File: src/rtl/core/lmcf_pkg.sv
// ----------------------------------------------------------------------------
// lmcf_pkg
// Shared types and codes for the LED matrix column framer.
// ----------------------------------------------------------------------------
`default_nettype none

package lmcf_pkg;

  localparam int unsigned NumCols = 8;

  typedef logic [7:0] byte_t;
  typedef logic [NumCols-1:0][7:0] bytes8_t;

  typedef enum logic [1:0] {
    ORIENT_TRANSPOSE = 2'd0,
    ORIENT_DIRECT    = 2'd1,
    ORIENT_MIRROR    = 2'd2,
    ORIENT_REVERSE   = 2'd3
  } orient_t;

  typedef enum logic [1:0] {
    REG_CHAIN_LENGTH = 2'd0,
    REG_ORIENTATION  = 2'd1,
    REG_INVERT       = 2'd2
  } cfg_reg_t;

  localparam logic [3:0] REG_ADDR_NOOP = 4'd0;
  localparam byte_t      DATA_NOOP     = 8'h00;

  // One module's worth of work, as handed to the word emitter
  typedef struct packed {
    bytes8_t    cols;   // column bytes, index = column
    logic [2:0] chip;   // no-op words before the target word
    logic [2:0] trail;  // no-op words after the target word
  } item_t;

endpackage

`default_nettype wire

File: src/rtl/core/lmcf_lane.sv
// ----------------------------------------------------------------------------
// lmcf_lane
// Builds the byte of one fixed column from the eight pixel bytes.
// ----------------------------------------------------------------------------
`default_nettype none

module lmcf_lane
  import lmcf_pkg::*;
#(
  parameter int unsigned COL = 0
) (
  input  var bytes8_t    px,
  input  var orient_t    orientation,
  input  var logic       invert,
  output var byte_t      col_byte
);

  localparam int unsigned MirCol = 7 - COL;

  byte_t b;

  always_comb begin
    b = '0;
    case (orientation)
      ORIENT_TRANSPOSE: begin
        for (int i = 0; i < 8; i++) b[7-i] = px[i][COL];
      end
      ORIENT_DIRECT: b = px[COL];
      ORIENT_MIRROR: begin
        for (int i = 0; i < 8; i++) b[i] = px[i][MirCol];
      end
      ORIENT_REVERSE: b = px[MirCol];
      default: b = '0;
    endcase
  end

  assign col_byte = invert ? ~b : b;

endmodule

`default_nettype wire

File: src/rtl/core/lmcf_emit.sv
// ----------------------------------------------------------------------------
// lmcf_emit
// Merging stage: walks columns and frame positions, one word per beat.
// ----------------------------------------------------------------------------
`default_nettype none

module lmcf_emit
  import lmcf_pkg::*;
(
  input  var logic       clk,
  input  var logic       rst,
  input  var logic       pend_valid,
  input  var item_t      pend,
  output var logic       take,
  output var logic       out_valid,
  input  var logic       out_stall,
  output var logic [3:0] reg_addr,
  output var byte_t      data_byte,
  output var logic       frame_end,
  output var logic       last
);

  logic       busy;
  item_t      act;
  logic [2:0] col;
  logic [2:0] pos;

  logic       advance;
  logic [2:0] flast;
  logic       fe_word;
  logic       final_word;

  assign flast      = act.chip + act.trail;
  assign fe_word    = (pos == flast);
  assign final_word = fe_word && (col == 3'd7);
  assign advance    = busy && (!out_valid || !out_stall);
  assign take       = pend_valid && (!busy || (advance && final_word));

  always_ff @(posedge clk) begin
    if (rst) begin
      busy      <= 1'b0;
      out_valid <= 1'b0;
      col       <= '0;
      pos       <= '0;
    end else begin
      if (advance) begin
        out_valid <= 1'b1;
        if (pos == act.chip) begin
          reg_addr  <= {1'b0, col} + 4'd1;
          data_byte <= act.cols[col];
        end else begin
          reg_addr  <= REG_ADDR_NOOP;
          data_byte <= DATA_NOOP;
        end
        frame_end <= fe_word;
        last      <= final_word;
      end else if (out_valid && !out_stall) begin
        out_valid <= 1'b0;
      end
      // load the next item right behind the final word
      if (take) begin
        busy <= 1'b1;
        act  <= pend;
        pos  <= '0;
        col  <= '0;
      end else if (advance) begin
        if (final_word) begin
          busy <= 1'b0;
        end else if (fe_word) begin
          pos <= '0;
          col <= col + 3'd1;
        end else begin
          pos <= pos + 3'd1;
        end
      end
    end
  end

endmodule

`default_nettype wire

File: src/rtl/core/led_matrix_column_framer.sv
// An item passes the input holding register and the emitter's item register
// before its words are registered at the output. An item is 8 * F words, F =
// max(min(chain_length, MAX_CHAIN), chip_index + 1), at most 64; one word per
// cycle unless stalled. The next item is held and follows with no gap.
// Reset: chain_length 4, orientation 0, invert 0, no item held, output empty.
// ----------------------------------------------------------------------------
// led_matrix_column_framer
// Reorients one 8x8 module bitmap in eight column lanes and sends daisy-chain
// frames of register words, one per column.
// ----------------------------------------------------------------------------
`default_nettype none

module led_matrix_column_framer
  import lmcf_pkg::*;
#(
  parameter int unsigned MAX_CHAIN = 8
) (
  input  var logic       clk,
  input  var logic       rst,
  input  var logic       cfg_write,
  input  var logic [1:0] cfg_index,
  input  var logic [3:0] cfg_data,
  input  var logic       in_valid,
  output var logic       in_stall,
  input  var logic [2:0] chip_index,
  input  var logic [7:0] pixel_0,
  input  var logic [7:0] pixel_1,
  input  var logic [7:0] pixel_2,
  input  var logic [7:0] pixel_3,
  input  var logic [7:0] pixel_4,
  input  var logic [7:0] pixel_5,
  input  var logic [7:0] pixel_6,
  input  var logic [7:0] pixel_7,
  output var logic       out_valid,
  input  var logic       out_stall,
  output var logic [3:0] reg_addr,
  output var logic [7:0] data_byte,
  output var logic       frame_end,
  output var logic       last
);

  localparam logic [3:0] MaxLen = 4'(MAX_CHAIN);

  logic [3:0] chain_length;
  orient_t    orientation;
  logic       invert;

  always_ff @(posedge clk) begin
    if (rst) begin
      chain_length <= 4'd4;
      orientation  <= ORIENT_TRANSPOSE;
      invert       <= 1'b0;
    end else if (cfg_write) begin
      case (cfg_index)
        REG_CHAIN_LENGTH: chain_length <= cfg_data;
        REG_ORIENTATION:  orientation  <= orient_t'(cfg_data[1:0]);
        REG_INVERT:       invert       <= cfg_data[0];
        default:          ;
      endcase
    end
  end

  // column lanes
  bytes8_t px;
  bytes8_t cols;

  assign px = {pixel_7, pixel_6, pixel_5, pixel_4, pixel_3, pixel_2, pixel_1, pixel_0};

  for (genvar c = 0; c < NumCols; c++) begin : g_lane
    lmcf_lane #(.COL(c)) u_lane (
      .px          (px),
      .orientation (orientation),
      .invert      (invert),
      .col_byte    (cols[c])
    );
  end

  // trailing no-op count
  logic [3:0] len;
  logic [3:0] chip_p1;
  logic [3:0] trail_w;

  assign len     = (chain_length > MaxLen) ? MaxLen : chain_length;
  assign chip_p1 = {1'b0, chip_index} + 4'd1;
  assign trail_w = (len > chip_p1) ? (len - chip_p1) : 4'd0;

  // input holding register
  logic  pend_valid;
  item_t pend;
  logic  take;
  logic  accept;

  assign in_stall = pend_valid;
  assign accept   = in_valid && !pend_valid;

  always_ff @(posedge clk) begin
    if (rst) begin
      pend_valid <= 1'b0;
    end else if (accept) begin
      pend_valid <= 1'b1;
    end else if (take) begin
      pend_valid <= 1'b0;
    end
  end

  always_ff @(posedge clk) begin
    if (accept) begin
      pend.cols  <= cols;
      pend.chip  <= chip_index;
      pend.trail <= trail_w[2:0];
    end
  end

  lmcf_emit u_emit (
    .clk        (clk),
    .rst        (rst),
    .pend_valid (pend_valid),
    .pend       (pend),
    .take       (take),
    .out_valid  (out_valid),
    .out_stall  (out_stall),
    .reg_addr   (reg_addr),
    .data_byte  (data_byte),
    .frame_end  (frame_end),
    .last       (last)
  );

endmodule

`default_nettype wire
File: config.mk
export PLATFORM = sky130hd
export DESIGN_NAME = led_matrix_column_framer
export DESIGN_NICKNAME = d
export VERILOG_FILES = /design/src/rtl/core/lmcf_pkg.sv /design/src/rtl/core/lmcf_lane.sv /design/src/rtl/core/lmcf_emit.sv /design/src/rtl/core/led_matrix_column_framer.sv
export SDC_FILE = /design/constraint.sdc
export NUM_CORES = 1
export LEC_CHECK = 0
export ABC_CLOCK_PERIOD_IN_PS = 7050
export BUFFER_PORTS_ARGS = -buffer_cell sky130_fd_sc_hd__buf_2
export CAP_MARGIN = 5
export CORE_MARGIN = 1.5
export CORE_UTILIZATION = 55
export DETAILED_ROUTE_END_ITERATION = 10
export PLACE_DENSITY = 0.83
export SYNTH_ARGS = -nofsm -noshare
export SYNTH_HDL_FRONTEND = slang
export SYNTH_SLANG_ARGS = --single-unit
export TNS_END_PERCENT = 10
File: constraint.sdc
create_clock -name clk -period 7.05 [get_ports clk]
set_clock_uncertainty 0.15 [all_clocks]
set_input_delay 0 -clock clk [delete_from_list [all_inputs] [get_ports clk]]
set_output_delay 0 -clock clk [all_outputs]
set_load 0.01 [all_outputs]
; ---- Word level (Yosys, flattened, before mapping)
; Cells that the tools add are included.
[word_totals]
ff_bits = 170
ramBits = 0
inputBits = 78
rom_bits = 0
latchBits = 0
mem_count = 0
elab_cells = 113
[op_classes]
reduce_logical = 27
mul = 0
magnitude_cmp = 3
mux = 27
n_div = 0
bitwise = 10
shifts = 0
n_addsub = 6
n_eq_ne = 8
[ops]
columns = cell, n
row1 = $pmux W8 S4, 8
row2 = $mux W8, 9
row3 = $not A8 Y8, 8
row4 = $bmux W8 S3, 1
row5 = $reduce_and A2 Y1, 7
row6 = $add A3 B1 Y4 const B, 2
row7 = $reduce_bool A2 Y1, 4
row8 = $mux W1, 7
row9 = $add A3 B1 Y3 const B, 2
row10 = $eq A2 B2 Y1 const B, 3
row11 = $eq A3 B3 Y1, 2
row12 = $logic_and A1 B1 Y1, 6
row13 = $eq A2 B1 Y1 const B, 2
row14 = $gt A4 B4 Y1, 1
row15 = $gt A4 B4 Y1 const B, 1
row16 = $logic_not A1 Y1, 4
row17 = $logic_not A2 Y1, 2
row18 = $lt A3 B4 Y1 const B, 1
row19 = $mux W4, 1
row20 = $add A3 B3 Y3, 1
row21 = $eq A3 B3 Y1 const B, 1
row22 = $mux W3, 1
row23 = $reduce_and A3 Y1, 1
row24 = $sub A3 B3 Y3, 1
row25 = 3 further kinds, 5

; ---- Longest topological paths before layout
; Gate-level depths: netlist of run 1.
[depth]
word_depth = 8
ltp_mapped = 7

; ---- Modules after synthesis
; A second synthesis of run 1 with hierarchy kept.
[unflattened]
hier_cells = 510
area_unflattened_um2 = 8516.9
[by_module_without_submodules]
columns = module, cells_each, area_per_inst_um2, seq_area_each_um2, n_inst
row1 = lmcf_emit, 199, 3682.3, 2682.6, 1
row2 = led_matrix_column_framer, 127, 2642.5, 2262.2, 1
row3 = lmcf_lane, 23, 274.0, 0.0, 8

; ---- Least setup slack after synthesis of run 1
; OpenSTA, ideal clock, no wires.
[synth_timing]
path_kind = register to register
start = register u_emit.act[3] (netlist name)
end = register u_emit.act[0] (netlist name) (enable)
setup_slack_ns = 1.785
stages_incl_launch_ff = 8
t_arrival_ns = 4.630
synth_period_minus_slack_ns = 5.265
path_buffers = 0
t_required_ns = 6.414
cell_sequence = edfxtp_1 > ha_1 > inv_1 > fa_1 > xor2_1 > nand2_1 > o31a_1 > nor3b_2
[synth_between]
elab_chain_cells = 7
[synth_lines]
columns = element, line_no
row1 = from (decl), lmcf_emit.sv:24  ; item_t act;
row2 = from (signal assigned), lmcf_emit.sv:63  ; act <= pend;
row3 = $add A3 B3 Y3, lmcf_emit.sv:33  ; assign flast = act.chip + act.trail;
row4 = $eq A3 B3 Y1, lmcf_emit.sv:34  ; assign fe_word = (pos == flast);
row5 = $logic_and A1 B1 Y1, lmcf_emit.sv:35  ; assign final_word = fe_word && (col == 3'd7);
row6 = $logic_and A1 B1 Y1, lmcf_emit.sv:37  ; assign take = pend_valid && (!busy || (advance && final_word));
row7 = $logic_or A1 B1 Y1, lmcf_emit.sv:37
row8 = $logic_and A1 B1 Y1, lmcf_emit.sv:37
row9 = $reduce_and A2 Y1 (no source line), n/a
; No other way between the ends.
; A chain may end at the register's enable or synchronous reset.

; ---- Final worst setup path of run 1
[layout_timing]
start = register u_emit.act[3] (netlist name)
end = register u_emit.act[40] (netlist name) (enable)
; The elaborated chain is that of the path after synthesis.

==> out/summary.log, run 1 <==
qor: status.run_status finished clean
qor: die.row_count 45
qor: clock_network.post_cts.resized_instances 0
qor: clock_network.clock_latency 0.42 ns
qor: setup_path.critical_path_peak_fanout 70
qor: detailed_routing.routed_vias 5092
qor: die.die-area 16100 um2
qor: sta.tightestPinTransition 1.20 ns
qor: global_route.first_global_vias 4980
qor: sta.min_period_over_period 50.6%
qor: finish.seq_area 4960 um2
qor: synth.synth.lib_cells_used.distinct 42
qor: detailed_routing.viasPerCell 5.94
qor: synth.synth.avg_cell_area 16.3 um2
qor: sta.timing.slew.headroom 20.0%
qor: finish.diodes 0
qor: detailed_routing.met3_wirelength 1120 um
qor: sta.slew_violations 0
qor: setup_path.worstSetupEndpointType register
qor: die.placeable_core_region 15100 um2
qor: finish.fillCellCount 942
qor: detailed_routing.wl_final 16800 um
qor: finish.mostFrequentLayoutCells sky130_fd_sc_hd__edfxtp_1, sky130_fd_sc_hd__buf_2, sky130_fd_sc_hd__xor2_1
qor: placement.place.port_buffers 93
qor: die.fp.dieH 127 um
qor: clock_network.clockBufferDepth 2
qor: detailed_routing.routed_wire_length_per_instance 19.6 um
qor: synth.postSynthCellCount 516
qor: clock_network.cts_inserted_buffers 17
qor: finish.nNetsFinal 745
qor: detailed_routing.dr.first_iter.drc_count 436
qor: placement.routabilityCongestion 0.778
qor: global_route.grt_first_pass_wirelength 26700 um
qor: placement.place.detailed.hpwl 10600 um
qor: synth.synth-seq-cells 170
qor: die.io-pin-count 94
qor: finish.final_core_util 67.6%
qor: clock_network.cts.reportedPaths.clkPinSlew 0.07 ns
qor: die.die_x 127 um
qor: sta.period_minus_slack 3.57 ns
qor: detailed_routing.remaining_drc_errors 0
qor: setup_path.timing.critical_path.from_type register
qor: finish.combined_area_of_the_multi_input_logic_cells 3270 um2
qor: detailed_routing.drt_pre_antenna_iters 5
qor: detailed_routing.met2_length 8200 um
qor: synth.yosys_warnings 0
qor: finish.syn2layout_area_growth 21.1%
qor: global_route.grt_start_max_net_pins 83
qor: detailed_routing.detail-route-antenna-nets 0
qor: global_route.gr-total-overflow 0
qor: finish.mostFrequentLayoutCell sky130_fd_sc_hd__edfxtp_1
qor: clock_network.cts.root.buffer_cell sky130_fd_sc_hd__clkbuf_16
qor: setup_path.critical_path_required 6.95 ns
qor: run.cap_viol_max_count 0
qor: detailed_routing.dr.max_layer_used met4
qor: hold_path.worstHoldPathType in -> reg
qor: sta.max_freq 0.280 GHz
qor: global_route.grt_antenna_before_repair 0
qor: clock_network.h_tree_lvls 4
qor: setup_path.endpoint_arrival_time_on_the_critical_path 3.46 ns
qor: sta.timing.final.hold_violations 0
qor: power.power_density 233 nW/um2
qor: die.initial_utilization 55.8%
qor: clock_network.clock_sinks 170
qor: power.total_leakage_power 3.67 nW
qor: synth.synth_async_sr_flop_share 0%
qor: finish.fraction_of_final_layout_cells_with_drive_strength_greater_than_1 29.6%
qor: synth.synth.yosys.seq_area_share 58.7%
qor: synth.ys_dominant_reg_cell sky130_fd_sc_hd__edfxtp_1
qor: sta.setup-violations-final 0
qor: sta.setup_repair_after_global_routing_missed_its_margin false
qor: synth.synth-edff-count 154
qor: synth.mappedNetlistNets 605
qor: synth.syn-cell-area 8420 um2
qor: detailed_routing.route.layer.met1.wl 7110 um
qor: clock_network.cts_tree yes
qor: power.worst_vdd_drop 194 uV
qor: global_route.gr-usage-all-layers 22.2%
qor: setup_path.criticalPathCategory reg -> reg
qor: sta.total_negative_slack_for_setup_checks 0 ns
-- timing repair --
action,in CTS,in global routing
hold buffers,62,0
hold endpoints to repair,50,0
buffers inserted,0,0
endpoints found under the setup margin,0,0
-- power breakdown --
group	switching, mW	internal, mW
logic	0.112	0.122
registers	0.0403	1.17
clock network	0.371	0.555
total	0.524	1.85
-- worst max-delay path: stages, from the launching register on --
cell and delay [ns]:
sky130_fd_sc_hd__edfxtp_1 0.38, sky130_fd_sc_hd__ha_1 0.17, sky130_fd_sc_hd__inv_1 0.06, sky130_fd_sc_hd__fa_1 0.55, sky130_fd_sc_hd__xor2_1 0.26, sky130_fd_sc_hd__nand2_1 0.30
sky130_fd_sc_hd__o31a_1 0.43, sky130_fd_sc_hd__nor3b_4 0.17, sky130_fd_sc_hd__buf_4 0.68
-- logic make-up after synthesis --
logic type,count (synthesis),synth area share [%]
buffers and inverters,47,2.44
muxes,94,20.7
AOI/OAI and AO/OA,47,3.81
adders and majority gates,11,1.81
DFF,170,58.7
and+or+nand+nor,73,4.38
xor gates and xnor gates,74,8.10
-- synthesized netlist by cell type (2+ instances only) --
library cell               count  area [um2]
sky130_fd_sc_hd__a21oi_1       8        40.0
sky130_fd_sc_hd__a31oi_1       3        18.8
sky130_fd_sc_hd__buf_1         8        30.0
sky130_fd_sc_hd__buf_2        17        85.1
sky130_fd_sc_hd__buf_4         2        15.0
sky130_fd_sc_hd__clkbuf_1      9        33.8
sky130_fd_sc_hd__dfxtp_1      16         320
sky130_fd_sc_hd__edfxtp_1    154        4620
sky130_fd_sc_hd__fa_1          2        40.0
sky130_fd_sc_hd__ha_1          9         113
sky130_fd_sc_hd__inv_1        11        41.3
sky130_fd_sc_hd__mux2_2        2        22.5
sky130_fd_sc_hd__mux2i_1      28         280
sky130_fd_sc_hd__mux4_2       64        1440
sky130_fd_sc_hd__nand2_1      15        56.3
sky130_fd_sc_hd__nand2b_1      9        56.3
sky130_fd_sc_hd__nand3_1       4        20.0
sky130_fd_sc_hd__nand3b_1      3        22.5
sky130_fd_sc_hd__nand4_1       5        31.3
sky130_fd_sc_hd__nor2_1       25        93.8
sky130_fd_sc_hd__nor2b_1       5        31.3
sky130_fd_sc_hd__nor3_1        2        10.0
sky130_fd_sc_hd__nor3b_2       2        25.0
sky130_fd_sc_hd__o211ai_1      7        52.6
sky130_fd_sc_hd__o21ai_0      17        85.1
sky130_fd_sc_hd__o41ai_1       3        26.3
sky130_fd_sc_hd__xnor2_1       7        61.3
sky130_fd_sc_hd__xor2_1       65         569
-- registers in the layout (all words and copies together) (netlist names), 2 cells and up --
name and count:
orientation 2, pend 70, u_emit.data_byte 8, u_emit.reg_addr 4, u_emit.col 3, chain_length 4
u_emit.pos 3, u_emit.act 70
-- stage by stage --
| step | setup slack (ns) | cells | cell area (um2) | hold WS [ns] | total power [mW] |
|---|---|---|---|---|---|
| final | 3.48 | 857 | 10200 | 0.00269 | 2.37 |
| after global placement | 3.61 | 763 | 8990 | 0.0505 | 1.42 |
| after detailed placement | 3.47 | 763 | 8990 | 0.0589 | 1.43 |
| after CTS | 3.48 | 857 | 10200 | 0.000582 | 2.38 |
| after global routing | 3.20 | 857 | 10200 | 0.00873 | 2.44 |
| after floorplan | 1.78 | 516 | 8420 | -0.0556 | 1.35 |
-- final timing paths --
path | from | to | slack (ns) | cells past startpoint
max | u_emit.act[3] | u_emit.act[40] | 3.48 | 8
min | pixel_1[6] | pend[15] | 0.003 | 4
max reg2reg | u_emit.act[3] | u_emit.act[40] | 3.48 | 8
min reg2reg | pend[9] | u_emit.act[9] | 0.27 | 0
-- metal layers --
layer / GRT usage (%) / up-vias
met1: 30.1 / 2512
met2: 36.0 / 261
met3: 4.13 / 30
met4: 9.09 / 0
met5: 0 / -
li1: - / 2289
-- cell type report --
type | count | area share (%)
repair buffers | 157 | 10.8
inverters | 11 | 0.405
clock inverters | 12 | 1.46
multi-input cells | 299 | 32.1
well taps | 188 | 2.31
flip-flops and latches | 170 | 48.6
clock buffers | 20 | 4.28
Power figures use the tool's default switching activity.
==> inputs of run 2 (changes only) <==
Settings changed: ABC_AREA from default to 1, ABC_CLOCK_PERIOD_IN_PS 7050 to 3300.
Clock period 7.05 ns to 3.3 ns, I/O delays scaled along.
==> out/summary.log, run 2 <==
qor: global_route.grt_antenna_before_repair 1 [+1]
qor: finish.syn2layout_area_growth 28.1%
qor: placement.place.detailed.hpwl 12100 um [+14%]
qor: synth.synth-edff-count 154 [unchanged]
qor: clock_network.clock_sinks 170 [unchanged]
qor: finish.fraction_of_final_layout_cells_with_drive_strength_greater_than_1 14.4% [-15 points]
qor: sta.setup-violations-final 0 [unchanged]
qor: clock_network.post_cts.resized_instances 0 [unchanged]
qor: synth.synth.most_common_cell sky130_fd_sc_hd__nand2_1
qor: die.io-pin-count 94 [unchanged]
qor: setup_path.cpLargestDelayFamily buffers and inverters
qor: clock_network.clock_latency 0.43 ns [about the same]
qor: global_route.gr-usage-all-layers 28.5% [+6.3 points]
qor: setup_path.cpMaxStageDelayCell sky130_fd_sc_hd__dfxtp_1
qor: power.power_density 507 nW/um2 [+120%]
qor: finish.layout_top_registers pend x70, u_emit.act x70, u_emit.data_byte x8
qor: die.row_count 44 [-2.2%]
qor: detailed_routing.detail-route-antenna-nets 0 [unchanged]
qor: clock_network.cts_setup_buffers 0 [unchanged]
qor: sta.setup_repair_after_global_routing_missed_its_margin false
qor: setup_path.worstPathCellList inv_1 -> nor2_4 -> buf_12 -> nand2_1 -> o221ai_1 -> a21oi_1 -> dlygate4sd3_1 -> xor2_1
qor: synth.ys_dominant_reg_cell sky130_fd_sc_hd__edfxtp_1
qor: finish.nNetsFinal 1046 [+40%]
qor: sta.min_period_over_period 91.9% [+41 points]
qor: power.worst_vdd_drop 413 uV [+110%]
qor: die.placeable_core_region 14500 um2 [-3.7%]
qor: detailed_routing.wl_final 21700 um [+29%]
qor: placement.place.port_buffers 93 [unchanged]
qor: synth.synth_common_cells sky130_fd_sc_hd__nand2_1, sky130_fd_sc_hd__edfxtp_1, sky130_fd_sc_hd__nor2_1
qor: clock_network.cts_inserted_buffers 17 [unchanged]
qor: synth.mappedNetlistNets 858 [+42%]
qor: setup_path.endpoint_arrival_time_on_the_critical_path 3.03 ns [-0.43 ns]
qor: synth.synth.yosys.seq_area_share 60.5% [+1.8 points]
qor: detailed_routing.drt_pre_antenna_iters 5 [unchanged]
qor: die.initial_utilization 56.2% [+0.41 points]
qor: sta.tightestPinTransition 1.04 ns [-0.161 ns]
qor: synth.synth.lib_cells_used.distinct 30 [-29%]
qor: clock_network.cts.reportedPaths.clkPinSlew 0.06 ns [about the same]
qor: sta.slew_violations 0 [unchanged]
qor: die.die-area 15600 um2 [-2.9%]
qor: status.run_status finished clean
qor: global_route.gr-total-overflow 0 [unchanged]
qor: finish.mostFrequentLayoutCells sky130_fd_sc_hd__nand2_1, sky130_fd_sc_hd__edfxtp_1, sky130_fd_sc_hd__dlygate4sd3_1
qor: clock_network.clockBufferDepth 2 [unchanged]
qor: synth.synth_async_sr_flop_share 0% [unchanged]
qor: sta.max_freq 0.330 GHz [+18%]
qor: setup_path.criticalPathCategory reg -> reg
qor: synth.netlist.area_leader.share 56.6% [+1.7 points]
qor: finish.fillCellCount 878 [-6.8%]
qor: synth.synth.avg_cell_area 10.6 um2 [-35%]
qor: synth.syn-cell-area 8170 um2 [-3.0%]
qor: setup_path.critical_path_required 3.29 ns [-3.66 ns]
qor: detailed_routing.dr.first_iter.drc_count 739 [+69%]
qor: hold_path.worstHoldPathType in -> reg
qor: detailed_routing.viasPerCell 5.90 [-0.75%]
qor: synth.yosys_warnings 0 [unchanged]
qor: finish.mostFrequentLayoutCell sky130_fd_sc_hd__nand2_1
qor: clock_network.h_tree_lvls 4 [unchanged]
qor: clock_network.cts.root.buffer_cell sky130_fd_sc_hd__clkbuf_16
qor: die.fp.dieH 125 um [-1.5%]
qor: global_route.grt_first_pass_wirelength 34500 um [+29%]
qor: setup_path.critical_path_peak_fanout 46 [-34%]
qor: finish.final_core_util 72.0% [+4.4 points]
qor: synth.synth-seq-cells 170 [unchanged]
qor: setup_path.worstSetupEndpointType register
qor: detailed_routing.routed_wire_length_per_instance 18.8 um [-4.0%]
qor: power.total_power 5.30 mW [+120%]
qor: sta.period_minus_slack 3.03 ns [-0.532 ns]
qor: sta.timing.slew.headroom 30.6% [+11 points]
qor: detailed_routing.routed_vias 6811 [+34%]
qor: synth.postSynthCellCount 769 [+49%]
qor: power.total_leakage_power 4.13 nW [+13%]
qor: synth.post-synth-top-area-cell sky130_fd_sc_hd__edfxtp_1
qor: detailed_routing.remaining_drc_errors 0 [unchanged]
qor: placement.routabilityCongestion 0.850 [+9.3%]
qor: die.die_x 125 um [-1.5%]
qor: global_route.first_global_vias 6629 [+33%]
qor: synth.synth_area_leaders sky130_fd_sc_hd__edfxtp_1, sky130_fd_sc_hd__nand2_1, sky130_fd_sc_hd__xor2_1, sky130_fd_sc_hd__a221oi_1, sky130_fd_sc_hd__dfxtp_1
qor: clock_network.cts_tree yes
qor: setup_path.worst_path_largest_cell_delay 0.70 ns [+0.02 ns]
qor: global_route.grt_start_max_net_pins 71 [-14%]
qor: sta.timing.final.hold_violations 0 [unchanged]
qor: setup_path.timing.critical_path.from_type register
qor: run.cap_viol_max_count 0 [unchanged]
qor: setup_path.path_buf_inv 3 [+1]
[run 2: cell count changes in the layout (fill, tap and decap cells not counted), moves of 9 or more]
| cell | before | now |
|---|---|---|
| sky130_fd_sc_hd__mux2i_1 | 28 | 0 |
| sky130_fd_sc_hd__a221oi_1 | 0 | 42 |
| sky130_fd_sc_hd__inv_1 | 10 | 46 |
| sky130_fd_sc_hd__nor2_1 | 25 | 73 |
| sky130_fd_sc_hd__mux4_2 | 64 | 0 |
| sky130_fd_sc_hd__o21ai_0 | 17 | 60 |
| sky130_fd_sc_hd__a22oi_1 | 0 | 12 |
| sky130_fd_sc_hd__nand2_1 | 15 | 180 |
| sky130_fd_sc_hd__dlygate4sd3_1 | 62 | 107 |
| sky130_fd_sc_hd__nand2b_1 | 9 | 0 |
[run 2: cell families after synthesis]
logic type      share of synthesized area (%)
flops                                    60.5
fa+ha+maj                                1.87
xor+xnor                                 7.61
compound gates                           12.5
buf+inv                                  4.61
simple gates                             12.9
[run 2: timing repair]
| item | 4_1_cts | 5_1_grt |
|---|---|---|
| setup endpoints to repair | 0 | 0 |
| hold buffers | 107 | 0 |
| endpoints found under the hold margin | 83 | 0 |
[run 2: worst reg2reg max path, delay by kind of cell (launching register included)]
kind	cells	cell delay [ns]
buf+inv	3	1.15
flops	1	0.70
simple gates	2	0.45
compound gates	2	0.16
xor+xnor	1	0.14
[run 2: layer usage]
layer  up-vias  global-route usage [%]  wire length [um]
met1      3199                    35.5              8450
met3        94                    5.63              1730
met2       436                    47.3             10600
met5         -                       0                 0
li1       3082                       -                 -
met4         0                    14.7               980
[run 2: worst paths after layout]
check,from,end,slack [ns],cells after the start
max reg2reg,orientation[1],pend[57],0.27,8
min,pixel_1[1],pend[15],0.03,4
max,orientation[1],pend[57],0.27,8
min reg2reg,pend[44],u_emit.act[44],0.27,0
[run 2: area by class of cell]
class                   count  area (um2)  area share (%)
repair buffers            210        1650            15.8
clock inverters            11         121            1.16
inverters                  48         180            1.72
clock buffers              21         460            4.40
well taps                 184         230            2.20
flip-flops and latches    170        4940            47.3
multi-input cells         510        2870            27.5
diodes                      1        2.50          0.0239
[run 2: power by group]
group	internal [mW]	switching, mW	total, mW
logic	0.314	0.399	0.713
clock network	1.15	0.801	1.95
registers	2.57	0.0696	2.64
[run 2: metrics by stage]
stage,area [um2],hold WS (ns),worst slack (ns),std cells,setup TNS (ns)
2_1_floorplan,8180,-0.0809,-0.650,769,-45.51
3_3_place_gp,8810,0.0591,0.563,1015,0
3_5_place_dp,8810,0.0643,0.471,1015,0
4_1_cts,10500,0.00827,0.423,1154,0
5_1_grt,10500,0.0483,0.206,1155,0
6_report,10500,0.0262,0.267,1155,0
==> inputs of run 3 (changes only) <==
Settings changed: BUFFER_PORTS_ARGS -buffer_cell sky130_fd_sc_hd__buf_2 to default, CORE_UTILIZATION 55 to 40, DONT_BUFFER_PORTS from default to 1, PLACE_DENSITY 0.83 to 0.61.
==> out/summary.log, run 3 (synthesis results as in run 2) <==
qor: status.run_status finished clean
qor: setup_path.cpMaxStageDelayCell sky130_fd_sc_hd__dfxtp_1
qor: global_route.gr-total-overflow 0 [unchanged]
qor: sta.timing.final.hold_violations 0 [unchanged]
qor: power.worst_vdd_drop 391 uV [-5.4%]
qor: run.cap_viol_max_count 0 [unchanged]
qor: clock_network.cts.root.buffer_cell sky130_fd_sc_hd__clkbuf_16
qor: hold_path.worstHoldPathType in -> reg
qor: power.total_leakage_power 3.87 nW [-6.3%]
qor: global_route.grt_first_pass_wirelength 31300 um [-9.2%]
qor: detailed_routing.detail-route-antenna-nets 0 [unchanged]
qor: sta.timing.slew.headroom 35.0% [+4.4 points]
qor: setup_path.regToRegSetupSlack 0.15 ns [-0.12 ns]
qor: finish.fraction_of_final_layout_cells_with_drive_strength_greater_than_1 5.55% [-8.9 points]
qor: sta.period_minus_slack 3.15 ns [+0.117 ns]
qor: clock_network.cts_tree yes
qor: global_route.gr-usage-all-layers 18.7% [-9.7 points]
qor: detailed_routing.remaining_drc_errors 0 [unchanged]
qor: die.fp.dieH 146 um [+17%]
qor: finish.final_core_util 51.5% [-20 points]
qor: finish.mostFrequentLayoutCells sky130_fd_sc_hd__nand2_1, sky130_fd_sc_hd__edfxtp_1, sky130_fd_sc_hd__dlygate4sd3_1
qor: power.power_density 516 nW/um2 [+1.8%]
qor: clock_network.clock_sinks 170 [unchanged]
qor: detailed_routing.viasPerCell 5.18 [-12%]
qor: setup_path.endpoint_arrival_time_on_the_critical_path 3.16 ns [+0.13 ns]
qor: detailed_routing.drt_pre_antenna_iters 5 [unchanged]
qor: setup_path.criticalPathCategory reg -> reg
qor: finish.nNetsFinal 977 [-6.6%]
qor: clock_network.cts_inserted_buffers 17 [unchanged]
qor: die.die_x 146 um [+17%]
qor: detailed_routing.dr.first_iter.drc_count 401 [-46%]
qor: placement.place.detailed.hpwl 12200 um [+0.56%]
qor: finish.mostFrequentLayoutCell sky130_fd_sc_hd__nand2_1
qor: global_route.first_global_vias 5922 [-11%]
qor: setup_path.timing.critical_path.from_type register
qor: detailed_routing.routed_wire_length_per_instance 16.6 um [-12%]
qor: die.die-area 21300 um2 [+37%]
qor: detailed_routing.routed_vias 6062 [-11%]
qor: setup_path.critical_path_required 3.31 ns [+0.02 ns]
qor: sta.max_freq 0.317 GHz [-3.7%]
qor: global_route.grt_start_max_net_pins 71 [unchanged]
qor: global_route.grt_antenna_before_repair 0 [-1]
qor: placement.place.port_buffers 0 [-100%]
qor: setup_path.crit_path_frequent_cell sky130_fd_sc_hd__nand2_1
qor: die.initial_utilization 40.6% [-16 points]
qor: setup_path.worstPathCellList inv_1 -> nor2_4 -> buf_4 -> nand2_1 -> nand2_1 -> a221oi_1 -> dlygate4sd3_1 -> xor2_1
qor: clock_network.cts.reportedPaths.clkPinSlew 0.07 ns [about the same]
qor: sta.slew_violations 0 [unchanged]
qor: setup_path.worstSetupEndpointType register
qor: clock_network.h_tree_lvls 4 [unchanged]
qor: clock_network.clock_latency 0.43 ns [about the same]
qor: finish.fillCellCount 1733 [+97%]
qor: setup_path.worst_path_largest_cell_delay 0.68 ns [-0.02 ns]
qor: finish.layout_top_registers pend x70, u_emit.act x70, u_emit.data_byte x8
qor: die.row_count 52 [+18%]
qor: die.io-pin-count 94 [unchanged]
qor: die.placeable_core_region 20100 um2 [+38%]
qor: sta.tightestPinTransition 0.975 ns [-0.0632 ns]
qor: finish.diodes 0 [-1]
qor: sta.setup-violations-final 0 [unchanged]
qor: finish.seq_area 4940 um2 [unchanged]
qor: placement.routabilityCongestion 0.781 [-8.1%]
qor: sta.min_period_over_period 95.5% [+3.5 points]
qor: sta.setup_repair_after_global_routing_missed_its_margin false
qor: finish.combined_area_of_the_multi_input_logic_cells 2870 um2 [unchanged]
qor: sta.total_negative_slack_for_setup_checks 0 ns [unchanged]
qor: setup_path.critical_path_peak_fanout 39 [-15%]
qor: finish.syn2layout_area_growth 26.9%
qor: detailed_routing.wl_final 19400 um [-11%]
qor: clock_network.clockBufferDepth 2 [unchanged]
## run 3: cell count changes in the layout (fill, tap and decap cells not counted), sizes merged
cell / before / now
dlygate4sd3: 107 / 130
inv: 48 / 52
clkbuf: 21 / 19
bufinv: 2 / 3
clkinvlp: 2 / 4
clkinv: 7 / 2
buf: 103 / 11
diode: 1 / 0
## run 3: power breakdown
| part | leakage [nW] | internal, mW | total [mW] | switching (mW) |
|---|---|---|---|---|
| Combinational | 2.00 | 0.305 | 0.648 | 0.344 |
| Sequential | 1.57 | 2.57 | 2.63 | 0.0687 |
| Clock | 0.293 | 1.24 | 2.06 | 0.825 |
| Total | 3.87 | 4.11 | 5.34 | 1.24 |
## run 3: per-stage QoR
step                cells  instance area, um2  total power, mW  setup slack, ns  hold WS [ns]
floorplan             769                8180             3.00           -0.650       -0.0809
global placement     1009                8440             3.13            0.677       -0.0778
detailed placement   1009                8440             3.14            0.601       -0.0764
CTS                  1171               10400             5.38            0.217       0.00135
global route         1171               10400             5.55          0.00662        0.0349
finish               1171               10400             5.34            0.150        0.0126
## run 3: path summary, 6_finish.rpt
check / from / to / depth (start not counted)
setup / recovery: orientation[1] / pend[11] / 8
hold / removal: pixel_1[3] / pend[39] / 4
setup reg to reg: orientation[1] / pend[11] / 8
hold reg to reg: pend[5] / u_emit.act[5] / 0
## run 3: layer usage
layer	global-route usage, %	wire length [um]	vias up
met4	6.53	326	0
met1	26.3	8920	2830
met2	28.6	8850	256
met5	0	0	-
met3	4.33	1300	29
li1	-	-	2947
## run 3: worst max-delay path, delay by kind of cell, from the launching register on
kind | cells | cell delay [ns]
AOI/OAI and AO/OA | 1 | 0.05
xor gates and xnor gates | 1 | 0.16
buffers and inverters | 3 | 1.25
DFF | 1 | 0.68
and+or+nand+nor | 3 | 0.57
## run 3: area by class of cell
type,count,area share [%]
clock buffer,19,4.37
timing repair buffer,141,13.6
multi-input combinational,510,27.7
sequential,170,47.7
tap,270,3.26
clock inverter,13,1.59
inverter,48,1.74
## run 3: what timing repair did
action / CTS / global route
hold endpoints to repair: 169 / 0
buffers inserted: 0 / 0
resized for setup: 0 / 0
hold buffers: 130 / 0
